**src/jet_front.sv**
```systemverilog
module jet_front #(
   parameter int COORD_WIDTH = 32
) (
   input  logic                          clock,
   input  logic                          reset,
   input  logic                          start,
   output logic                          busy,
   input  logic signed [COORD_WIDTH-1:0] req_start_re,
   input  logic signed [COORD_WIDTH-1:0] req_start_im,
   input  logic                          pop,
   output logic                          q_valid,
   output logic signed [COORD_WIDTH-1:0] q_re,
   output logic signed [COORD_WIDTH-1:0] q_im
);
   // two-entry queue of starting points
   logic [1:0]                   valid_ff, valid_in;
   logic signed [COORD_WIDTH-1:0] re_ff [2];
   logic signed [COORD_WIDTH-1:0] im_ff [2];
   logic                         push;

   assign busy = valid_ff[1];
   assign push = start && !busy;
   assign q_valid = valid_ff[0];
   assign q_re = re_ff[0];
   assign q_im = im_ff[0];

   always_comb begin
      valid_in = valid_ff;
      if (pop) valid_in = {1'b0, valid_ff[1]};
      if (push) begin
         if (valid_in[0]) valid_in[1] = 1'b1;
         else valid_in[0] = 1'b1;
      end
   end

   always_ff @(posedge clock) begin
      if (reset) valid_ff <= '0;
      else valid_ff <= valid_in;
   end

   always_ff @(posedge clock) begin
      if (push && !(pop ? valid_ff[1] : valid_ff[0])) begin
         re_ff[0] <= req_start_re;
         im_ff[0] <= req_start_im;
      end else if (pop) begin
         re_ff[0] <= re_ff[1];
         im_ff[0] <= im_ff[1];
      end
      if (push && (pop ? valid_ff[1] : valid_ff[0])) begin
         re_ff[1] <= req_start_re;
         im_ff[1] <= req_start_im;
      end
   end

endmodule

```
**config.mk**
```make
export PLATFORM = sky130hd
export DESIGN_NAME = jet_front
export DESIGN_NICKNAME = d
export VERILOG_FILES = /design/src/jet_front.sv
export SDC_FILE = /design/constraint.sdc
export NUM_CORES = 1
export LEC_CHECK = 0
export ABC_AREA = 1
export BUFFER_PORTS_ARGS = -buffer_cell sky130_fd_sc_hd__buf_2
export CORE_UTILIZATION = 45
export DETAILED_ROUTE_END_ITERATION = 10
export HOLD_SLACK_MARGIN = 0.15
export PLACE_DENSITY_LB_ADDON = 0.3
export SLEW_MARGIN = 10
export SYNTH_ARGS = -nofsm -noshare
export SYNTH_HDL_FRONTEND = slang
export SYNTH_SLANG_ARGS = --single-unit
```
**constraint.sdc**
```tcl
create_clock -name clock -period 6.3 [get_ports clock]
set_clock_uncertainty 0.05 [all_clocks]
set_input_delay 0.63 -clock clock [delete_from_list [all_inputs] [get_ports clock]]
set_output_delay 0.63 -clock clock [all_outputs]
set_load 0.005 [all_outputs]
```
==> results of run 1 <==
## Yosys cell counts, drive strengths merged
| master | instances | share of area [%] |
|---|---|---|
| nand2 | 135 | 9.6 |
| a21oi | 1 | 0.092 |
| o21ai | 1 | 0.092 |
| edfxtp | 128 | 71 |
| inv | 7 | 0.49 |
| nor2 | 2 | 0.14 |
| buf | 85 | 12 |
| nand3 | 65 | 6.0 |
| dfxtp | 2 | 0.74 |
## worst min-delay path by stage
stage / to
finish: valid_ff[1]$_SDFF_PP0_
global route: valid_ff[1]$_SDFF_PP0_
CTS: valid_ff[1]$_SDFF_PP0_
detailed placement: valid_ff[1]$_SDFF_PP0_
global placement: valid_ff[1]$_SDFF_PP0_
floorplan: valid_ff[1]$_SDFF_PP0_
## kinds of logic after synthesis
kind of cell | Yosys count | synth area share (%)
buffers and inverters | 92 | 12.31
AND/OR/NAND/NOR | 202 | 15.78
AO/OA/AOI/OAI | 2 | 0.1847
flip-flops | 130 | 71.72
## metal layers
metal | track usage (%) | share of wire [%]
met5 | 0 | 0
met4 | 5.405 | 0.37
met3 | 5.280 | 7.4
met2 | 24.80 | 48
met1 | 22.70 | 44
## flip-flops by register name, indices dropped and copies added (netlist names)
signal and count:
valid_ff 2, re_ff 64, im_ff 64
## stage by stage
step	instance area, um2	std cells	utilization [%]
3_3_place_gp	5653	620	48.88
5_1_grt	6213	652	53.73
4_1_cts	6213	652	53.73
6_report	6213	652	53.73
3_5_place_dp	5653	620	48.88
2_1_floorplan	5415	426	-
## worst max-delay path, delay by kind of cell, from the launching register on
kind / cells / cell delay (ps)
buf+inv: 2 / 680
compound gates: 1 / 660
simple gates: 1 / 380
flops: 1 / 350
## cell type report
cell class,count,area (um2),share of cell area (%)
inverter,7,26.28,0.4229
sequential,130,3884,62.50
timing repair buffer,136,688.2,11.08
tap,143,178.9,2.880
multi-input combinational,204,875.8,14.10
clock inverter,15,135.1,2.175
clock buffer,17,425.4,6.847
## power groups by stage
stage          logic (uW)  registers, uW  clock network, uW
3_3_place_gp          145           1040                  0
6_report              147           1030                918
5_1_grt               166           1030                975
2_1_floorplan         125           1040                  0
4_1_cts               150           1030                933
3_5_place_dp          149           1050                  0
## placed cells by master, fill, tap and decap left out
cell type   Yosys  routed
clkinv_4        0       1
a21oi_1         1       1
clkinv_1        0       1
clkbuf_16       0      17
buf_2           8     133
nand2_4         2       2
bufinv_16       0       1
inv_2           1       2
dfxtp_1         2       2
nor2_1          2       2
buf_4          71       3
nand2_1       133     133
inv_6           0       4
o21ai_4         0       1
nand3_1        65      65
inv_1           6       5
clkinv_2        0       1
edfxtp_1      128     128
clkinvlp_4      0       7
==> results.json, run 1 <==
{
  "status": "finished, violations left",
  "violations": "design-rule violations",
  "slowest_delay_ps": 660,
  "worstPathCellList": "inv_2 -> nand2_4 -> o21ai_4 -> buf_4",
  "synth.distinct_cells": 13,
  "synth_nets": 494,
  "crit_slowest_cell": "o21ai_4",
  "hp-start": "reset",
  "ir_drop_v": 0.0001664,
  "htreeDepth": 4,
  "hold_viol": 0,
  "timing.final.crit_share_pct": 40.22,
  "grt_pass1_vias": 2946,
  "reg2regPathDepth": 4,
  "drive_gt1_share_pct": 33.79,
  "maxCapViolCount": 0,
  "track_usage_pct": 16.47,
  "cts_buffer_depth": 2,
  "endpoint": "re_ff[0][28]$_DFFE_PP_",
  "hold_path_depth": 2,
  "rrSetupSlack_ps": 3770,
  "dieHeight_um": 111.7,
  "max-slew-margin-rel_pct": 52.33,
  "numCtsBuffers": 17,
  "ys_warn_count": 0,
  "row_count": 39,
  "p_clk_share_pct": 43.9,
  "fin_total_pwr_uw": 2093,
  "worst_pin_slew_ps": 715.1,
  "yosysSeqAreaShare_pct": 71.72,
  "finalCriticalPeriod_ps": 2534,
  "syn_area_um2": 5415,
  "critPathArrivalTime_ps": 2520,
  "synth_cells": 426,
  "routed_wl_um": 9701,
  "slew_viol_final": 0,
  "cp-startpoint": "valid_ff[1]$_SDFF_PP0_",
  "synth_area_per_cell_um2": 12.71,
  "worstPathRequired_ps": 6290,
  "portBuffers": 133,
  "io_pins": 134,
  "dpl.hpwl_um": 5972,
  "antenna_found_initial": 0,
  "crit_type": "flop to flop",
  "via_per_inst": 4.765,
  "max_freq_ghz": 0.3947,
  "clk_pin_slew_ps": 60,
  "dieWidth_um": 111.7,
  "tns_ps": 0,
  "area_growth_pct": 14.74,
  "worst_setup_path_start_kind": "flop",
  "cts_tree": "done",
  "internal-power_uw": 1615,
  "ys_ff_latch": 130,
  "core_region_area_um2": 11560,
  "postCtsHoldBufs": 0,
  "cellPowerDensity_nw_per_um2": 336.9,
  "dieArea_um2": 12480,
  "switching_share_pct": 22.84,
  "grt_pass1_wl_um": 15350,
  "worstSkewPairLatency_ps": 400,
  "grt_setup_unrepaired": "no",
  "crit_fanout": 67,
  "pre_cts_ws_ps": 3401,
  "cp-end-kind": "flop",
  "seqPwrFrac_pct": 49.1,
  "fillers": 991,
  "gp_congestion": 0.7400,
  "cts_sinks": 130,
  "comb_power_share_pct": 7.0,
  "insertedDiodeCount": 0,
  "post-cts-setup-buffers": 0,
  "power.leakage_uw": 0.002664,
  "setup-violations-final": 0,
  "hp-class": "primary input to flop",
  "drc": 11,
  "timing.rr.start": "valid_ff[1]$_SDFF_PP0_",
  "setup_ws_ps": 3766,
  "dr.pass1.iters": 8,
  "worst_hold_slack_ps": 362.0,
  "drt_iter0_drc": 148,
  "vias": 3107,
  "grt_max_degree": 69,
  "wire_per_inst_um": 14.88,
  "drtAntennaViolNets": 0,
  "nets": 564,
  "cts_root_buf": "clkbuf_16",
  "switching_power_uw": 478.1,
  "cts-resized-gates": 0,
  "reg2reg_to": "re_ff[0][28]$_DFFE_PP_",
  "overflow": 0,
  "start_util_pct": 46.82
}
(Power assumes the default switching activity.)
==> run 2: changes to the inputs <==
--- a/config.mk
+++ b/config.mk
@@ -5,7 +5,7 @@
 export SDC_FILE = /design/constraint.sdc
 export NUM_CORES = 1
 export LEC_CHECK = 0
-export ABC_AREA = 1
+export ABC_AREA = 0
 export BUFFER_PORTS_ARGS = -buffer_cell sky130_fd_sc_hd__buf_2
 export CORE_UTILIZATION = 45
 export DETAILED_ROUTE_END_ITERATION = 10
==> constraint.sdc (replaced) <==
create_clock -name clock -period 2.26 [get_ports clock]
set_clock_uncertainty 0.05 [all_clocks]
set_input_delay 0.226 -clock clock [delete_from_list [all_inputs] [get_ports clock]]
set_output_delay 0.226 -clock clock [all_outputs]
set_load 0.005 [all_outputs]
==> results.json, run 2 <==
{
  "status": "finished, violations left",
  "violations": "design-rule violations",
  "finalCriticalPeriod_ps": 1757,
  "max_freq_ghz": 0.5691,
  "ys_ff_latch": 130,
  "cts_tree": "done",
  "numCtsBuffers": 17,
  "hp-class": "primary input to flop",
  "drc": 10,
  "max-slew-margin-rel_pct": 64.43,
  "mostFrequentLayoutCells": "buf_2 (133), edfxtp_1 (128), dlygate4sd3_1 (67), mux2_4 (60), clkbuf_16 (17)",
  "drtAntennaViolNets": 0,
  "wire_per_inst_um": 15.51,
  "layoutNonFillerInstCount": 583,
  "place_inst": 485,
  "setup-violations-final": 0,
  "overflow": 0,
  "worst_pin_slew_ps": 533.6,
  "synth-edff-count": 128,
  "yosysSeqAreaShare_pct": 71.39,
  "vias": 2696,
  "antenna_found_initial": 0,
  "netlist_top_cells_area": "edfxtp_1 (71%), mux2_4 (17%), buf_4 (8.8%), buf_6 (1.2%), mux2_2 (0.83%)",
  "worstPathCellList": "nand2b_4 -> nand2_4 -> buf_12 -> mux2_2",
  "cts-resized-gates": 0,
  "row_count": 39,
  "start_util_pct": 46.84,
  "dieArea_um2": 12530,
  "slew_viol_final": 0,
  "tns_ps": 0,
  "crit_slowest_cell": "mux2_2",
  "grt_pass1_wl_um": 14390,
  "worstPathRequired_ps": 2360,
  "grt_max_degree": 47,
  "internal-power_uw": 4501,
  "core_region_area_um2": 11610,
  "crit_fanout": 29,
  "drive_gt1_share_pct": 52.05,
  "p_clk_share_pct": 40.0,
  "netlist.top_cell.by_area": "edfxtp_1",
  "io_pins": 134,
  "post-cts-setup-buffers": 0,
  "switching_power_uw": 1138,
  "slowest_delay_ps": 360,
  "nets": 496,
  "cellPowerDensity_nw_per_um2": 806.1,
  "ir_drop_v": 0.0005157,
  "synth_area_per_cell_um2": 19.93,
  "syn_area_um2": 5440,
  "yosysMostFrequentCell": "edfxtp_1",
  "htreeDepth": 4,
  "worstSkewPairLatency_ps": 400,
  "synth_cells": 273,
  "clk_pin_slew_ps": 50,
  "area_growth_pct": 28.59,
  "ys_warn_count": 0,
  "power.leakage_uw": 0.002906,
  "dr.pass1.iters": 7,
  "reg_top3": "im_ff (64), re_ff (64), valid_ff (2)",
  "synth_commonest_cells": "edfxtp_1 (128), buf_4 (64), mux2_4 (60), buf_6 (6), mux2_2 (4)",
  "insertedDiodeCount": 0,
  "synthFlopType": "edfxtp_1",
  "switching_share_pct": 20.18,
  "final_common_cell": "buf_2",
  "hold_viol": 0,
  "track_usage_pct": 15.54,
  "critPathArrivalTime_ps": 1860,
  "via_per_inst": 4.624,
  "worst_setup_path_start_kind": "flop",
  "dpl.hpwl_um": 5512,
  "cts_sinks": 130,
  "worst_hold_slack_ps": 170.4,
  "timing.final.crit_share_pct": 77.75,
  "synth_nets": 341,
  "gp_congestion": 0.6849,
  "cts_root_buf": "clkbuf_16",
  "netlist.area_leader.share_pct": 70.65,
  "cp-end-kind": "flop",
  "synth.distinct_cells": 15,
  "drt_iter0_drc": 134,
  "grt_setup_unrepaired": "no",
  "seqPwrFrac_pct": 50.5,
  "dieHeight_um": 112.0,
  "grt_pass1_vias": 2885,
  "crit_type": "flop to flop",
  "portBuffers": 133,
  "cts_buffer_depth": 2,
  "dieWidth_um": 112.0,
  "hold_path_depth": 3,
  "maxCapViolCount": 0,
  "async_reset_ff_share_pct": 0,
  "reg2regPathDepth": 4,
  "comb_power_share_pct": 9.5,
  "routed_wl_um": 9042
}
==> run 2: area by class of cell <==
cell class	count	area [um2]
Sequential cell	130	3884
Clock buffer	22	444.2
Tap cell	143	178.9
Fill cell	883	4618
Clock inverter	9	42.54
Multi-Input combinational cell	73	1027
Timing Repair Buffer	206	1419
==> run 2: timing repair <==
item / in CTS / in global routing
setup endpoints to repair: 0 / 0
hold endpoints to repair: 130 / 0
hold buffers: 67 / 0
==> run 2: cell families (layout without fill, tap and decap cells) <==
family / count (synthesis) / in the layout / share of synthesized area [%]
multiplexers: 64 / 64 / 17.39
AO/OA/AOI/OAI: 3 / 3 / 0.3450
flip-flops: 130 / 130 / 71.39
AND/OR/NAND/NOR: 6 / 6 / 0.8047
buffers and inverters: 70 / 237 / 10.07
==> run 2: final timing paths <==
check | start | to | slack (ps)
max | valid_ff[1]$_SDFF_PP0_ | re_ff[0][1]$_DFFE_PP_ | 500
min | start | valid_ff[0]$_SDFF_PP0_ | 170
max reg2reg | valid_ff[1]$_SDFF_PP0_ | re_ff[0][1]$_DFFE_PP_ | 500
min reg2reg | im_ff[0][32]$_DFFE_PP_ | im_ff[0][0]$_DFFE_PP_ | 490
==> run 2: metrics by stage <==
step	total power (uW)	cell area [um2]	setup WS [ps]	util (%)
floorplan	3254	5446	-400.6	-
global placement	3333	5838	561.0	50.27
detailed placement	3348	5838	511.5	50.27
CTS	5709	6995	502.2	60.23
global route	5853	6995	456.8	60.23
finish	5639	6995	502.8	60.23
==> run 2: worst max-delay path: cells and delay by family, from the launching register on <==
family / cells / cell delay [ps]
AND/OR/NAND/NOR: 2 / 450
flip-flops: 1 / 330
multiplexers: 1 / 360
buffers and inverters: 1 / 270
==> run 2: power by group through the flow <==
stage / Sequential [uW] / Combinational [uW] / Clock, uW
floorplan: 2890 / 365 / 0
global placement: 2890 / 444 / 0
detailed placement: 2890 / 455 / 0
CTS: 2850 / 544 / 2320
global route: 2860 / 581 / 2420
finish: 2850 / 538 / 2260
==> run 2: metal layers <==
| layer | track usage [%] | part of all wire (%) | up-vias | wire, um |
|---|---|---|---|---|
| li1 | - | - | 1276 | - |
| met1 | 18.25 | 42 | 1304 | 3833 |
| met2 | 25.13 | 49 | 102 | 4398 |
| met3 | 5.716 | 7.2 | 14 | 650 |
| met4 | 7.911 | 1.8 | 0 | 160 |
| met5 | 0 | 0 | - | 0 |
==> run 3: changes to the inputs <==
==> constraint.sdc (replaced) <==
create_clock -name clock -period 1.6 [get_ports clock]
set_clock_uncertainty 0.05 [all_clocks]
set_input_delay 0.16 -clock clock [delete_from_list [all_inputs] [get_ports clock]]
set_output_delay 0.16 -clock clock [all_outputs]
set_load 0.005 [all_outputs]
==> results.json, run 3 (synthesis gave the netlist of run 2 again) <==
{
  "crit_type": "flop to flop",
  "portBuffers": 133,
  "grt_setup_unrepaired": "no",
  "drtAntennaViolNets": 0,
  "numCtsBuffers": 17,
  "cts_tree": "done",
  "critPathArrivalTime_ps": 1570,
  "io_pins": 134,
  "final_common_cell": "buf_2",
  "htreeDepth": 4,
  "vias": 2723,
  "dieArea_um2": 12530,
  "drt_iter0_drc": 123,
  "violations": "design-rule violations",
  "reg2reg_to": "re_ff[0][19]$_DFFE_PP_",
  "worst_pin_slew_ps": 277.6,
  "max-slew-margin-rel_pct": 81.49,
  "timing.final.crit_share_pct": 91.57,
  "hold_path_depth": 4,
  "timing.rr.start": "valid_ff[1]$_SDFF_PP0_",
  "insertedDiodeCount": 0,
  "worst_hold_slack_ps": 278.8,
  "dr.pass1.iters": 9,
  "start_util_pct": 46.84,
  "mostFrequentLayoutCells": "buf_2 (133), edfxtp_1 (128), dlygate4sd3_1 (68), mux2_4 (60), clkbuf_16 (17)",
  "fin_util_pct": 61.04,
  "fillers": 877,
  "worstPathRequired_ps": 1700,
  "slew_viol_final": 0,
  "power.leakage_uw": 0.002948,
  "nets": 500,
  "cp-startpoint": "valid_ff[1]$_SDFF_PP0_",
  "cts_root_buf": "clkbuf_16",
  "drive_gt1_share_pct": 52.36,
  "maxCapViolCount": 0,
  "dieHeight_um": 112.0,
  "crit_buf_inv": 1,
  "grt_pass1_vias": 2839,
  "ir_drop_v": 0.0008133,
  "finalCriticalPeriod_ps": 1465,
  "reg_top3": "im_ff (64), re_ff (64), valid_ff (2)",
  "worst_path_dominant_cell_family": "flip-flops",
  "slowest_delay_ps": 330,
  "status": "finished, violations left",
  "drc": 9,
  "grt_max_degree": 50,
  "track_usage_pct": 15.20,
  "place_area_um2": 5896,
  "setup-violations-final": 0,
  "crit_slowest_cell": "dfxtp_2",
  "gp_congestion": 0.6971,
  "crit_fanout": 23,
  "antenna_found_initial": 0,
  "cellPowerDensity_nw_per_um2": 1151,
  "fin_area_um2": 7089,
  "max_freq_ghz": 0.6825,
  "dieWidth_um": 112.0,
  "worst_setup_path_start_kind": "flop",
  "grt_pass1_wl_um": 13940,
  "cts_sinks": 130,
  "overflow": 0,
  "wire_per_inst_um": 15.27,
  "worstPathCellList": "nand2b_4 -> nand2_4 -> buf_12 -> mux2_4",
  "hold-path-endpoint": "im_ff[0][31]$_DFFE_PP_",
  "hold_viol": 0,
  "core_region_area_um2": 11610,
  "worstSkewPairLatency_ps": 400,
  "via_per_inst": 4.631,
  "area_growth_pct": 30.31,
  "row_count": 39,
  "reg2regPathDepth": 4,
  "rrSetupSlack_ps": 130,
  "routed_wl_um": 8978,
  "cp-end-kind": "flop",
  "hp-start": "start",
  "cts_buffer_depth": 2,
  "clk_pin_slew_ps": 50,
  "hp-class": "primary input to flop",
  "dpl.hpwl_um": 5536
}
## run 3: changes by cell type in the layout (fill, tap and decap cells not counted), sizes merged
| cell | change |
|---|---|
| dlygate4sd3 | +1 |
| clkinv | -1 |
| bufinv | +1 |
| clkbuf | +1 |
| buf | +3 |
## run 3: worst max path at each step
stage,to,cells after the start
detailed placement,im_ff[0][0]$_DFFE_PP_,4
global placement,im_ff[0][10]$_DFFE_PP_,4
CTS,im_ff[0][0]$_DFFE_PP_,4
global route,re_ff[0][19]$_DFFE_PP_,4
finish,re_ff[0][19]$_DFFE_PP_,4
floorplan,im_ff[0][0]$_DFFE_PP_,2
## run 3: where the power goes
part / switching, uW / internal [uW]
combinational: 304 / 475
sequential: 48.3 / 3970
clock: 1270 / 2100
total: 1620 / 6540
## run 3: worst reg2reg max path, stage by stage (launching register included)
cell and delay [ps]:
dfxtp_2 330, nand2b_4 150, nand2_4 120, buf_12 220, mux2_4 340
## run 3: layout make-up
| type | count | area (um2) | area share, % |
|---|---|---|---|
| clock buffer | 23 | 447.9 | 6.318 |
| clock inverter | 9 | 65.06 | 0.9178 |
| multi-input combinational | 73 | 1035 | 14.60 |
| sequential | 130 | 3886 | 54.82 |
| tap | 143 | 178.9 | 2.524 |
| timing repair buffer | 210 | 1476 | 20.83 |
## run 3: what timing repair did
action	CTS	global route
hold buffers	68	0
endpoints found under the setup margin	0	0
setup buffers	0	0
hold endpoints to repair	130	0
resized for setup	0	0
## run 3: layer usage
metal | vias to the layer above | track usage [%] | share of wire (%)
li1 | 1284 | - | -
met1 | 1330 | 17.24 | 42
met2 | 95 | 24.60 | 50
met3 | 14 | 5.553 | 5.9
met4 | 0 | 9.244 | 2.4
met5 | - | 0 | 0
## run 3: metrics by stage
step                      total power [uW]  setup slack, ps  cells  TNS, ps
after detailed placement              4746            135.0    488        0
after CTS                             8279            128.6    588        0
after floorplan                       4599           -352.7    273   -42360
after global routing                  8466            90.99    588        0
final                                 8161            134.8    588        0
after global placement                4724            162.6    488        0
