$ cat src/jet_pkg.sv
package jet_pkg;

   localparam int CfgAddrWidth = 4;

   typedef enum logic [1:0] {
      REG_MAX_ITER = 2'd0,
      REG_BAILOUT  = 2'd1,
      REG_CONST_RE = 2'd2,
      REG_CONST_IM = 2'd3
   } reg_index_type;

   localparam logic [15:0] MAX_ITER_RESET = 16'd256;
   localparam logic [31:0] BAILOUT_RESET  = 32'd1073741824;
   localparam logic [31:0] CONST_RE_RESET = 32'd161061274;
   localparam logic [31:0] CONST_IM_RESET = 32'd80530637;

   typedef struct packed {
      logic [15:0] max_iterations;
      logic [31:0] bailout;
      logic [31:0] const_re;
      logic [31:0] const_im;
   } cfg_type;

endpackage

$ cat src/jet_csr.sv
module jet_csr (
   input  logic                             clock,
   input  logic                             reset,
   input  logic                             csr_psel,
   input  logic                             csr_penable,
   input  logic                             csr_pwrite,
   input  logic [jet_pkg::CfgAddrWidth-1:0] csr_paddr,
   input  logic [31:0]                      csr_pwdata,
   output logic [31:0]                      csr_prdata,
   output logic                             csr_pready,
   output jet_pkg::cfg_type                 cfg
);
   import jet_pkg::*;

   cfg_type cfg_ff;
   logic    wr_en;

   assign csr_pready = 1'b1;
   assign wr_en = csr_psel && csr_penable && csr_pwrite;
   assign cfg = cfg_ff;

   always_ff @(posedge clock) begin
      if (reset) begin
         cfg_ff.max_iterations <= MAX_ITER_RESET;
         cfg_ff.bailout        <= BAILOUT_RESET;
         cfg_ff.const_re       <= CONST_RE_RESET;
         cfg_ff.const_im       <= CONST_IM_RESET;
      end else if (wr_en) begin
         case (reg_index_type'(csr_paddr[3:2]))
            REG_MAX_ITER: cfg_ff.max_iterations <= csr_pwdata[15:0];
            REG_BAILOUT:  cfg_ff.bailout <= csr_pwdata;
            REG_CONST_RE: cfg_ff.const_re <= csr_pwdata;
            REG_CONST_IM: cfg_ff.const_im <= csr_pwdata;
            default: ;
         endcase
      end
   end

   always_comb begin
      case (reg_index_type'(csr_paddr[3:2]))
         REG_MAX_ITER: csr_prdata = {16'd0, cfg_ff.max_iterations};
         REG_BAILOUT:  csr_prdata = cfg_ff.bailout;
         REG_CONST_RE: csr_prdata = cfg_ff.const_re;
         REG_CONST_IM: csr_prdata = cfg_ff.const_im;
         default:      csr_prdata = '0;
      endcase
   end

endmodule

$ cat config.mk
export PLATFORM = sky130hd
export DESIGN_NAME = jet_csr
export DESIGN_NICKNAME = d
export VERILOG_FILES = /design/src/jet_pkg.sv /design/src/jet_csr.sv
export SDC_FILE = /design/constraint.sdc
export NUM_CORES = 1
export LEC_CHECK = 0
export ABC_AREA = 1
export ABC_CLOCK_PERIOD_IN_PS = 1800
export BUFFER_PORTS_ARGS = -buffer_cell sky130_fd_sc_hd__buf_2
export CORE_ASPECT_RATIO = 1.4
export CORE_MARGIN = 5
export CORE_UTILIZATION = 50
export DETAILED_ROUTE_END_ITERATION = 6
export GPL_TIMING_DRIVEN = 0
export MAX_ROUTING_LAYER = met4
export PLACE_DENSITY = 0.84
export SLEW_MARGIN = 20
export SYNTH_ARGS = -nofsm -noshare
export SYNTH_HDL_FRONTEND = slang
export SYNTH_SLANG_ARGS = --single-unit
$ cat constraint.sdc
create_clock -name clock -period 1.8 [get_ports clock]
set_input_delay 0.36 -clock clock [delete_from_list [all_inputs] [get_ports clock]]
set_output_delay 0.36 -clock clock [all_outputs]
set_load 0.005 [all_outputs]
==> results of run 1 <==
[final timing paths]
check	startpoint	endpoint	slack (ns)	cells after the start
max	csr_paddr[2]	csr_prdata[5]	0.03	7
min	csr_pwdata[14]	cfg[14]	0.24	3
max reg2reg	cfg[104]	cfg[104]	1.14	2
min reg2reg	cfg[23]	cfg[23]	0.48	2
[metrics by stage]
step | utilization [%] | setup TNS, ns
global placement | 61.8 | -1.18
floorplan | - | 0
detailed placement | 61.8 | -1.89
finish | 65.2 | 0
global route | 65.2 | -0.113
CTS | 65.1 | 0
[synthesized netlist by cell type, drive strengths merged]
master    n  area (µm²)
nand3   129         651
inv      37         139
buf      47         228
nand4    16         100
o21ai     2        10.0
conb      1        3.75
clkbuf    6        22.5
nand2   259         972
dfxtp   112        2240
nor2    172         666
[worst reg2reg max path, stage by stage, from the launching register on]
cell and delay (ns):
dfxtp_1 0.34, o21ai_0 0.10, nand3_1 0.09
[what timing repair did]
action | CTS | global route
buffers inserted | 0 | 0
endpoints found under the setup margin | 31 | 15
gates resized for setup | 6 | 6
[cells by family after synthesis]
family	count (synthesis)	synth area share [%]
AO/OA/AOI/OAI	2	0.199
flip-flops	112	44.5
AND/OR/NAND/NOR	576	47.5
other	1	0.0745
buffers and inverters	90	7.73
[power groups by stage]
stage               clock network, mW  logic [mW]  registers, mW
floorplan                           0       0.325           2.63
global placement                    0       0.597           2.63
detailed placement                  0       0.608           2.63
CTS                              2.09       0.614           2.58
global route                     2.21       0.688           2.58
finish                           2.09       0.623           2.58
[metal layers]
metal / vias up / track usage [%] / wire [µm]
met5: - / - / 0
met1: 2727 / 36.9 / 7060
met4: 0 / 13.4 / 656
li1: 2821 / - / -
met3: 62 / 5.67 / 1460
met2: 313 / 53.8 / 9260
[layout make-up]
| class | instances | share of cell area [%] |
|---|---|---|
| multi-input combinational | 579 | 37.3 |
| timing repair buffer | 182 | 14.1 |
| buffer | 53 | 4.17 |
| clock inverter | 4 | 0.795 |
| tap | 135 | 2.62 |
| inverter | 37 | 2.15 |
| clock buffer | 12 | 4.13 |
| sequential | 112 | 34.7 |
==> metrics.cfg, run 1 <==
[sta]
slew_violations=0
rsz0062_at_grt=yes
worst_hold_slack_ns=0.243
worst_slew_pin_slew_ns=0.739
hold_violations=0
relSlewSlack_pct=50.8
setup_viol=0
setup_ws_ns=0.0326
finalClockSkew_ns=0
layout_min_cycle_time_ns=1.77
clock.fmax_mhz=566
period_share_pct=98.2

[floorplan]
num_rows=43
fp.dieH_um=129
die_x_um=94.8
start_util_pct=50.8
die_area_um2=12200
io_pins=186
coreArea_um2=9900

[synthesis]
syn_nets=822
synth_area_um2=5030
synth_seq_cells=112
netlist_instances=781
synth.distinct_cells=16
syn_avg_cell_area_um2=6.45
ys_warn_count=0
ys_seq_area_share_pct=44.5

[detailed_routing]
detail-route-antenna-nets=0
drc_errors=0
drtIter0Drc=507
wl_per_cell_um=16.6
routed_wl_um=18400
first_pass_iters=5
vias=5923
viasPerCell=5.32

[pwr]
power.switching_mw=1.34
p_comb_share_pct=11.8
power_density_nw_per_um2=819
leakage_nw=3.35
worst_ir_drop_vdd_mv=0.491
clock_power_share_pct=39.5
p_total_mw=5.29
p_seq_share_pct=48.7
switching_share_pct=25.4
p_int_mw=3.95

[layout]
layout.nets=1015
final_common_cell=nand2_1
multi_input_comb_area_um2=2410
fin_cells=1114
final_area_um2=6450
layout_common_cells=259 x nand2_1, 216 x buf_2, 166 x nor2_1, 128 x nand3_1, 112 x dfxtp_1
regArea_um2=2240
fill_cells=962
drive_gt1_share_pct=25.5
syn2layout_area_growth_pct=28.2
largest_register_ffs=112
n_antenna_cell=0

[worst_setup_path]
cp_max_fo=10
slowest_stage=clkbuf_4
cp_data_arrival_time_ns=1.41
crit_buf_inv=4
crit_top_cell=buf_2
crit_family=buffers and inverters
crit_type=in -> out
cp.required_ns=1.44
worstPathCellList=buf_2, inv_2, nor2_4, clkbuf_4, nand2_1, nand4_1, buf_2
startpoint_type=input port
cp-end-kind=output pin
cp_slowest_stage_delay_ns=0.28

[clocking]
htreeDepth=3
cts_buffer_depth=2
clock_latency_ns=0.34
clk_pin_slew_ns=0.07
cts_tree=yes
cts.sinks=112
cts-buffers-inserted=9
postCtsHoldBufs=0
cts_root_buffer=clkbuf_16

[place]
place_ws_ns=-0.121
dp.cells=1098
place.gp.congestion=0.894
placed_area_um2=6110
place_hpwl_um=13200
io_buffer_count=182

[grt]
grt_overflow=0
track_usage_pct=31.9
antenna_found_initial=0
grt_pass1_vias=5687
grt_pass1_wl_um=29100
grt_max_degree=18

[outcome]
outcome=finished clean

[flow_run]
maxCapViolCount=0

[hold_path]
hp-class=in -> reg

Note: power is estimated with default switching activity, not from simulation.
==> run 2: changes to the inputs <==
--- a/config.mk
+++ b/config.mk
@@ -5,16 +5,16 @@
 export SDC_FILE = /design/constraint.sdc
 export NUM_CORES = 1
 export LEC_CHECK = 0
-export ABC_AREA = 1
+export ABC_AREA = 0
 export ABC_CLOCK_PERIOD_IN_PS = 1800
 export BUFFER_PORTS_ARGS = -buffer_cell sky130_fd_sc_hd__buf_2
+export CAP_MARGIN = 25
 export CORE_ASPECT_RATIO = 1.4
 export CORE_MARGIN = 5
 export CORE_UTILIZATION = 50
 export DETAILED_ROUTE_END_ITERATION = 6
 export GPL_TIMING_DRIVEN = 0
-export MAX_ROUTING_LAYER = met4
-export PLACE_DENSITY = 0.84
+export PLACE_DENSITY = 0.83
 export SLEW_MARGIN = 20
 export SYNTH_ARGS = -nofsm -noshare
 export SYNTH_HDL_FRONTEND = slang
==> metrics.cfg, run 2 <==
[detailed_routing]
drc_errors=0  ; unchanged
vias=4537  ; -23%
routed_wl_um=16900  ; -8.4%
drtIter0Drc=189  ; -63%
first_pass_iters=5  ; unchanged
detail-route-antenna-nets=0  ; unchanged
wl_per_cell_um=20.3  ; +23%
viasPerCell=5.45  ; +2.6%

[pwr]
p_comb_share_pct=11.2  ; -0.6 points
p_int_mw=3.95  ; about the same
clock_power_share_pct=39.5  ; about the same
p_seq_share_pct=49.3  ; +0.6 points
power_density_nw_per_um2=751  ; -8.3%
leakage_nw=3.29  ; -1.8%
p_total_mw=5.14  ; -2.8%
power.switching_mw=1.19  ; -11%
switching_share_pct=23.2  ; -2.1 points
worst_ir_drop_vdd_mv=0.442  ; -10%

[worst_setup_path]
startpoint_type=input port
cp_data_arrival_time_ns=1.44  ; +0.03 ns
slowest_stage=mux2_2
cp_slowest_stage_delay_ns=0.35  ; +0.07 ns
cp_max_fo=10  ; unchanged
cp.required_ns=1.44  ; about the same
crit_type=in -> out
crit_top_cell=buf_12
worstPathCellList=buf_4, buf_12, buf_12, mux2_2, a22o_1, buf_2
cp-end-kind=output pin

[sta]
worst_slew_pin_slew_ns=0.657  ; -0.0820 ns
layout_min_cycle_time_ns=1.80  ; +0.0293 ns
clock.fmax_mhz=557  ; -1.6%
period_share_pct=99.8  ; +1.6 points
relSlewSlack_pct=56.2  ; +5.5 points
finalClockSkew_ns=0  ; unchanged
setup_ws_ns=0.00328  ; -0.0293 ns
setup_viol=0  ; unchanged
slew_violations=0  ; unchanged
hold_violations=0  ; unchanged

[synthesis]
synthTopCellsByArea=dfxtp_1 42%, mux2i_1 21%, nand2b_1 13%, mux4_2 6.8%, nor2_1 3.6%
synth_most_common_cell=dfxtp_1
synth_edf_count=0  ; unchanged
synth_seq_cells=112  ; unchanged
synth_ff_type=dfxtp_1
netlist_instances=492  ; -37%
synth_top_area_share_pct=42.4  ; -2.2 points
ys_top_cells_by_count=112 x dfxtp_1, 110 x nand2b_1, 109 x mux2i_1
syn_avg_cell_area_um2=10.8  ; +67%
synth-async-reset-ratio_pct=0  ; unchanged
synth.distinct_cells=25  ; +9
ys_seq_area_share_pct=42.4  ; -2.2 points
yosysTopAreaCell=dfxtp_1
synth_area_um2=5290  ; +5.1%
syn_nets=533  ; -35%
ys_warn_count=0  ; unchanged

[grt]
grt_max_degree=17  ; -1
grt_pass1_vias=4767  ; -16%
grt_overflow=0  ; unchanged
antenna_found_initial=0  ; unchanged
track_usage_pct=26.0  ; -5.9 points
grt_pass1_wl_um=26100  ; -10%

[floorplan]
die_area_um2=12800  ; +4.6%
die_x_um=96.9  ; +2.3%
io_pins=186  ; unchanged
start_util_pct=51.1  ; +0.28 points
coreArea_um2=10300  ; +4.5%
fp.dieH_um=132  ; +2.3%
num_rows=44  ; +2.3%

[layout]
fin_cells=832  ; -25%
drive_gt1_share_pct=38.5  ; +13 points
fill_cells=850  ; -12%
largest_register_ffs=112  ; unchanged
layout.nets=730  ; -28%
layout_common_cells=187 x buf_2, 112 x dfxtp_1, 110 x nand2b_1, 109 x mux2i_1, 51 x nor2_1
final_common_cell=buf_2
regArea_um2=2240  ; unchanged
n_antenna_cell=0  ; unchanged
syn2layout_area_growth_pct=29.3
fin_util_pct=66.1  ; +0.89 points
multi_input_comb_area_um2=2790  ; +16%

[place]
place.gp.congestion=0.856  ; -4.3%
place_ws_ns=-0.380  ; -0.258 ns
place_hpwl_um=12300  ; -7.3%
io_buffer_count=181  ; -0.55%
dp.cells=811  ; -26%

[clocking]
cts_tree=yes
cts-buffers-inserted=9  ; unchanged
cts.sinks=112  ; unchanged
cts_root_buffer=clkbuf_16
htreeDepth=3  ; unchanged
clk_pin_slew_ns=0.07  ; about the same
clock_latency_ns=0.34  ; about the same
cts_buffer_depth=2  ; unchanged

[outcome]
outcome=finished clean

[hold_path]
hp-class=in -> reg

[flow_run]
maxCapViolCount=0  ; unchanged

## run 2: cell count changes in the layout (fill, tap and decap cells not counted), sizes merged, moves of 37 or more
cell | before | now
inv | 37 | 0
mux2i | 0 | 109
nand2 | 259 | 1
nand2b | 0 | 110
nand3 | 129 | 4
nor2 | 172 | 51
## run 2: layer usage
metal	GRT usage (%)	wire length [µm]	share of wire, %	up-vias
met3	5.25	1070	6.3	46
met1	29.1	6420	38	2213
met2	46.5	8780	52	197
li1	-	-	-	2081
met4	12.6	627	3.7	0
met5	0	0	0	-
## run 2: what timing repair did
item,in CTS,in global routing
pin swaps,0,0
resized for setup,26,2
cloned,2,0
setup buffers,3,0
hold buffers,0,0
setup endpoints to repair,30,10
## run 2: through the flow
step / hold slack, ns / TNS [ns] / cell area [µm²]
finish: 0.286 / 0 / 6840
global placement: 0.467 / -6.74 / 6370
CTS: 0.277 / 0 / 6840
floorplan: 0.475 / 0 / 5290
detailed placement: 0.473 / -7.88 / 6370
global route: 0.293 / -0.00215 / 6840
## run 2: worst max-delay path, delay by kind of cell
family                 cells  cell delay [ns]
muxes                      1             0.35
buffers and inverters      4             0.52
AOI/OAI and AO/OA          1             0.20
## run 2: final timing paths
kind / start / end / slack [ns] / cells past startpoint
max: csr_paddr[2] / csr_prdata[26] / 0.003 / 6
min: csr_pwdata[23] / cfg[87] / 0.29 / 3
max reg2reg: cfg[87] / cfg[87] / 1.01 / 2
min reg2reg: cfg[27] / cfg[27] / 0.49 / 2
## run 2: cell families (layout without fill, tap and decap cells)
family          count (synthesis)  in the layout  share of synthesized area, %
other cells                     1              1                        0.0709
flops                         112            112                          42.4
simple gates                  175            175                          18.4
mux                           141            141                          30.8
buf+inv                        42            244                          4.94
compound gates                 21             21                          3.38
## run 2: final cells by class
| cell class | count | share of cell area [%] |
|---|---|---|
| Sequential cell | 112 | 32.8 |
| Buffer | 42 | 5.01 |
| Multi-Input combinational cell | 338 | 40.8 |
| Clock inverter | 3 | 0.585 |
| Timing Repair Buffer | 186 | 14.5 |
| Tap cell | 138 | 2.52 |
| Clock buffer | 13 | 3.80 |
## run 2: power groups by stage
stage | Clock [mW] | Combinational, mW | Sequential, mW
finish | 2.03 | 0.574 | 2.54
global route | 2.16 | 0.610 | 2.54
CTS | 2.05 | 0.573 | 2.53
floorplan | 0 | 0.300 | 2.59
global placement | 0 | 0.512 | 2.59
detailed placement | 0 | 0.523 | 2.59
==> run 3: changes to the inputs <==
--- a/config.mk
+++ b/config.mk
@@ -7,14 +7,16 @@
 export LEC_CHECK = 0
 export ABC_AREA = 0
 export ABC_CLOCK_PERIOD_IN_PS = 1800
-export BUFFER_PORTS_ARGS = -buffer_cell sky130_fd_sc_hd__buf_2
+export BUFFER_PORTS_ARGS = -buffer_cell sky130_fd_sc_hd__clkbuf_2
 export CAP_MARGIN = 25
+export CELL_PAD_IN_SITES_DETAIL_PLACEMENT = 1
+export CELL_PAD_IN_SITES_GLOBAL_PLACEMENT = 2
 export CORE_ASPECT_RATIO = 1.4
 export CORE_MARGIN = 5
-export CORE_UTILIZATION = 50
+export CORE_UTILIZATION = 33
 export DETAILED_ROUTE_END_ITERATION = 6
 export GPL_TIMING_DRIVEN = 0
-export PLACE_DENSITY = 0.83
+export PLACE_DENSITY = 0.94
 export SLEW_MARGIN = 20
 export SYNTH_ARGS = -nofsm -noshare
 export SYNTH_HDL_FRONTEND = slang
==> metrics.cfg, run 3 (synthesis results as in run 2) <==
[detailed_routing]
detail-route-antenna-nets=0  ; unchanged
first_pass_iters=4  ; -1
drtIter0Drc=125  ; -34%
viasPerCell=5.07  ; -7.0%
routed_wl_um=19900  ; +18%
drc_errors=0  ; unchanged
vias=4528  ; -0.20%
wl_per_cell_um=22.3  ; +9.8%

[clocking]
cts_root_buffer=clkbuf_16
cts_tree=yes
clk_pin_slew_ns=0.07  ; about the same
cts.sinks=112  ; unchanged
clock_latency_ns=0.35  ; about the same
postCtsHoldBufs=0  ; unchanged
cts-buffers-inserted=9  ; unchanged
htreeDepth=3  ; unchanged
cts_buffer_depth=2  ; unchanged

[layout]
final_common_cell=clkbuf_2
fill_cells=1819  ; +110%
multi_input_comb_area_um2=2790  ; unchanged
fin_cells=893  ; +7.3%
regArea_um2=2240  ; unchanged
syn2layout_area_growth_pct=31.4
layout_common_cells=179 x clkbuf_2, 112 x dfxtp_1, 110 x nand2b_1, 109 x mux2i_1, 51 x nor2_1
largest_register_ffs=112  ; unchanged
drive_gt1_share_pct=38.9  ; +0.41 points
n_antenna_cell=0  ; unchanged
layout.nets=733  ; +0.41%

[sta]
hold_violations=0  ; unchanged
worst_slew_pin_slew_ns=0.730  ; +0.0737 ns
finalClockSkew_ns=0  ; unchanged
setup_viol=0  ; unchanged
period_share_pct=98.0  ; -1.8 points
clock.fmax_mhz=567  ; +1.8%
layout_min_cycle_time_ns=1.76  ; -0.0322 ns
rsz0062_at_grt=no
relSlewSlack_pct=51.3  ; -4.9 points
worst_hold_slack_ns=0.270  ; -0.0159 ns
slew_violations=0  ; unchanged

[outcome]
outcome=finished clean

[worst_setup_path]
cp.required_ns=1.44  ; about the same
cp_data_arrival_time_ns=1.40  ; -0.04 ns
startpoint_type=input port
cp-end-kind=output pin
cp_max_fo=5  ; -5
ff2ff_path_depth=2  ; unchanged
crit_type=in -> out

[grt]
grt_pass1_vias=5113  ; +7.3%
grt_pass1_wl_um=30000  ; +15%
track_usage_pct=21.3  ; -4.7 points
antenna_found_initial=0  ; unchanged
grt_max_degree=18  ; +1
grt_overflow=0  ; unchanged

[place]
place.gp.congestion=0.838  ; -2.1%
dp.cells=869  ; +7.2%
io_buffer_count=181  ; unchanged
place_hpwl_um=14800  ; +21%

[pwr]
worst_ir_drop_vdd_mv=0.428  ; -3.0%
p_total_mw=5.25  ; +2.1%
power_density_nw_per_um2=754  ; +0.40%
leakage_nw=3.27  ; -0.62%

[floorplan]
io_pins=186  ; unchanged
coreArea_um2=15700  ; +51%
fp.dieH_um=160  ; +21%
start_util_pct=33.8  ; -17 points
die_area_um2=18700  ; +46%
die_x_um=117  ; +21%
num_rows=54  ; +23%

[flow_run]
maxCapViolCount=0  ; unchanged

[hold_path]
hold_depth=3  ; unchanged
hp-class=in -> reg

run 3: cell count changes in the layout (fill, tap and decap cells not counted), sizes merged:
| cell | change |
|---|---|
| buf | -177 |
| clkbuf | +179 |
| clkinv | -1 |
| clkinvlp | +1 |
| inv | +1 |
run 3: through the flow:
| step | setup TNS [ns] | utilization [%] | setup WS, ns | area (µm²) |
|---|---|---|---|---|
| after detailed placement | -9.09 | 41.1 | -0.395 | 6440 |
| after global placement | -7.87 | 41.1 | -0.374 | 6440 |
| final | 0 | 44.4 | 0.0355 | 6960 |
| after global routing | 0 | 44.4 | 0.00835 | 6960 |
| after CTS | 0 | 44.3 | 0.0167 | 6940 |
| after floorplan | 0 | - | 0.173 | 5290 |
run 3: final cells by class:
cell class	instances	share of cell area, %
clock inverters	4	0.738
repair buffers	189	14.8
plain buffers	42	4.93
flip-flops and latches	112	32.2
clock buffers	12	3.69
multi-input cells	338	40.1
well taps	196	3.53
run 3: worst max-delay path: stages:
cell      delay, ns
clkbuf_8       0.12
buf_12         0.13
buf_12         0.13
mux4_2         0.52
clkbuf_2       0.14
run 3: path summary, 6_finish.rpt:
path | from | to | slack (ns)
worst max-delay path | csr_paddr[3] | csr_prdata[11] | 0.04
worst min-delay path | csr_pwdata[23] | cfg[87] | 0.27
worst max register to register | cfg[83] | cfg[83] | 0.98
worst min register to register | cfg[27] | cfg[27] | 0.50
run 3: power by group:
group	switching [mW]	leakage [nW]	internal, mW	total, mW
Sequential	0.0285	0.905	2.51	2.54
Combinational	0.314	2.22	0.289	0.603
Clock	0.946	0.149	1.16	2.11
Total	1.29	3.27	3.96	5.25
run 3: routing by layer:
metal  wire length (µm)  global-route usage [%]  vias up  part of all wire, %
met4                586                    8.50        0                  2.9
li1                   -                       -     2085                    -
met5                  0                       0        -                    0
met1               7660                    23.9     2267                   38
met2              10800                    39.0      140                   54
met3                900                    3.22       36                  4.5
run 3: what timing repair did:
action                                  in CTS  in global routing
buffers inserted                             6                  1
cloned                                       2                  0
resized for setup                           27                  1
pin swaps                                    0                  0
endpoints found under the setup margin      31                  4
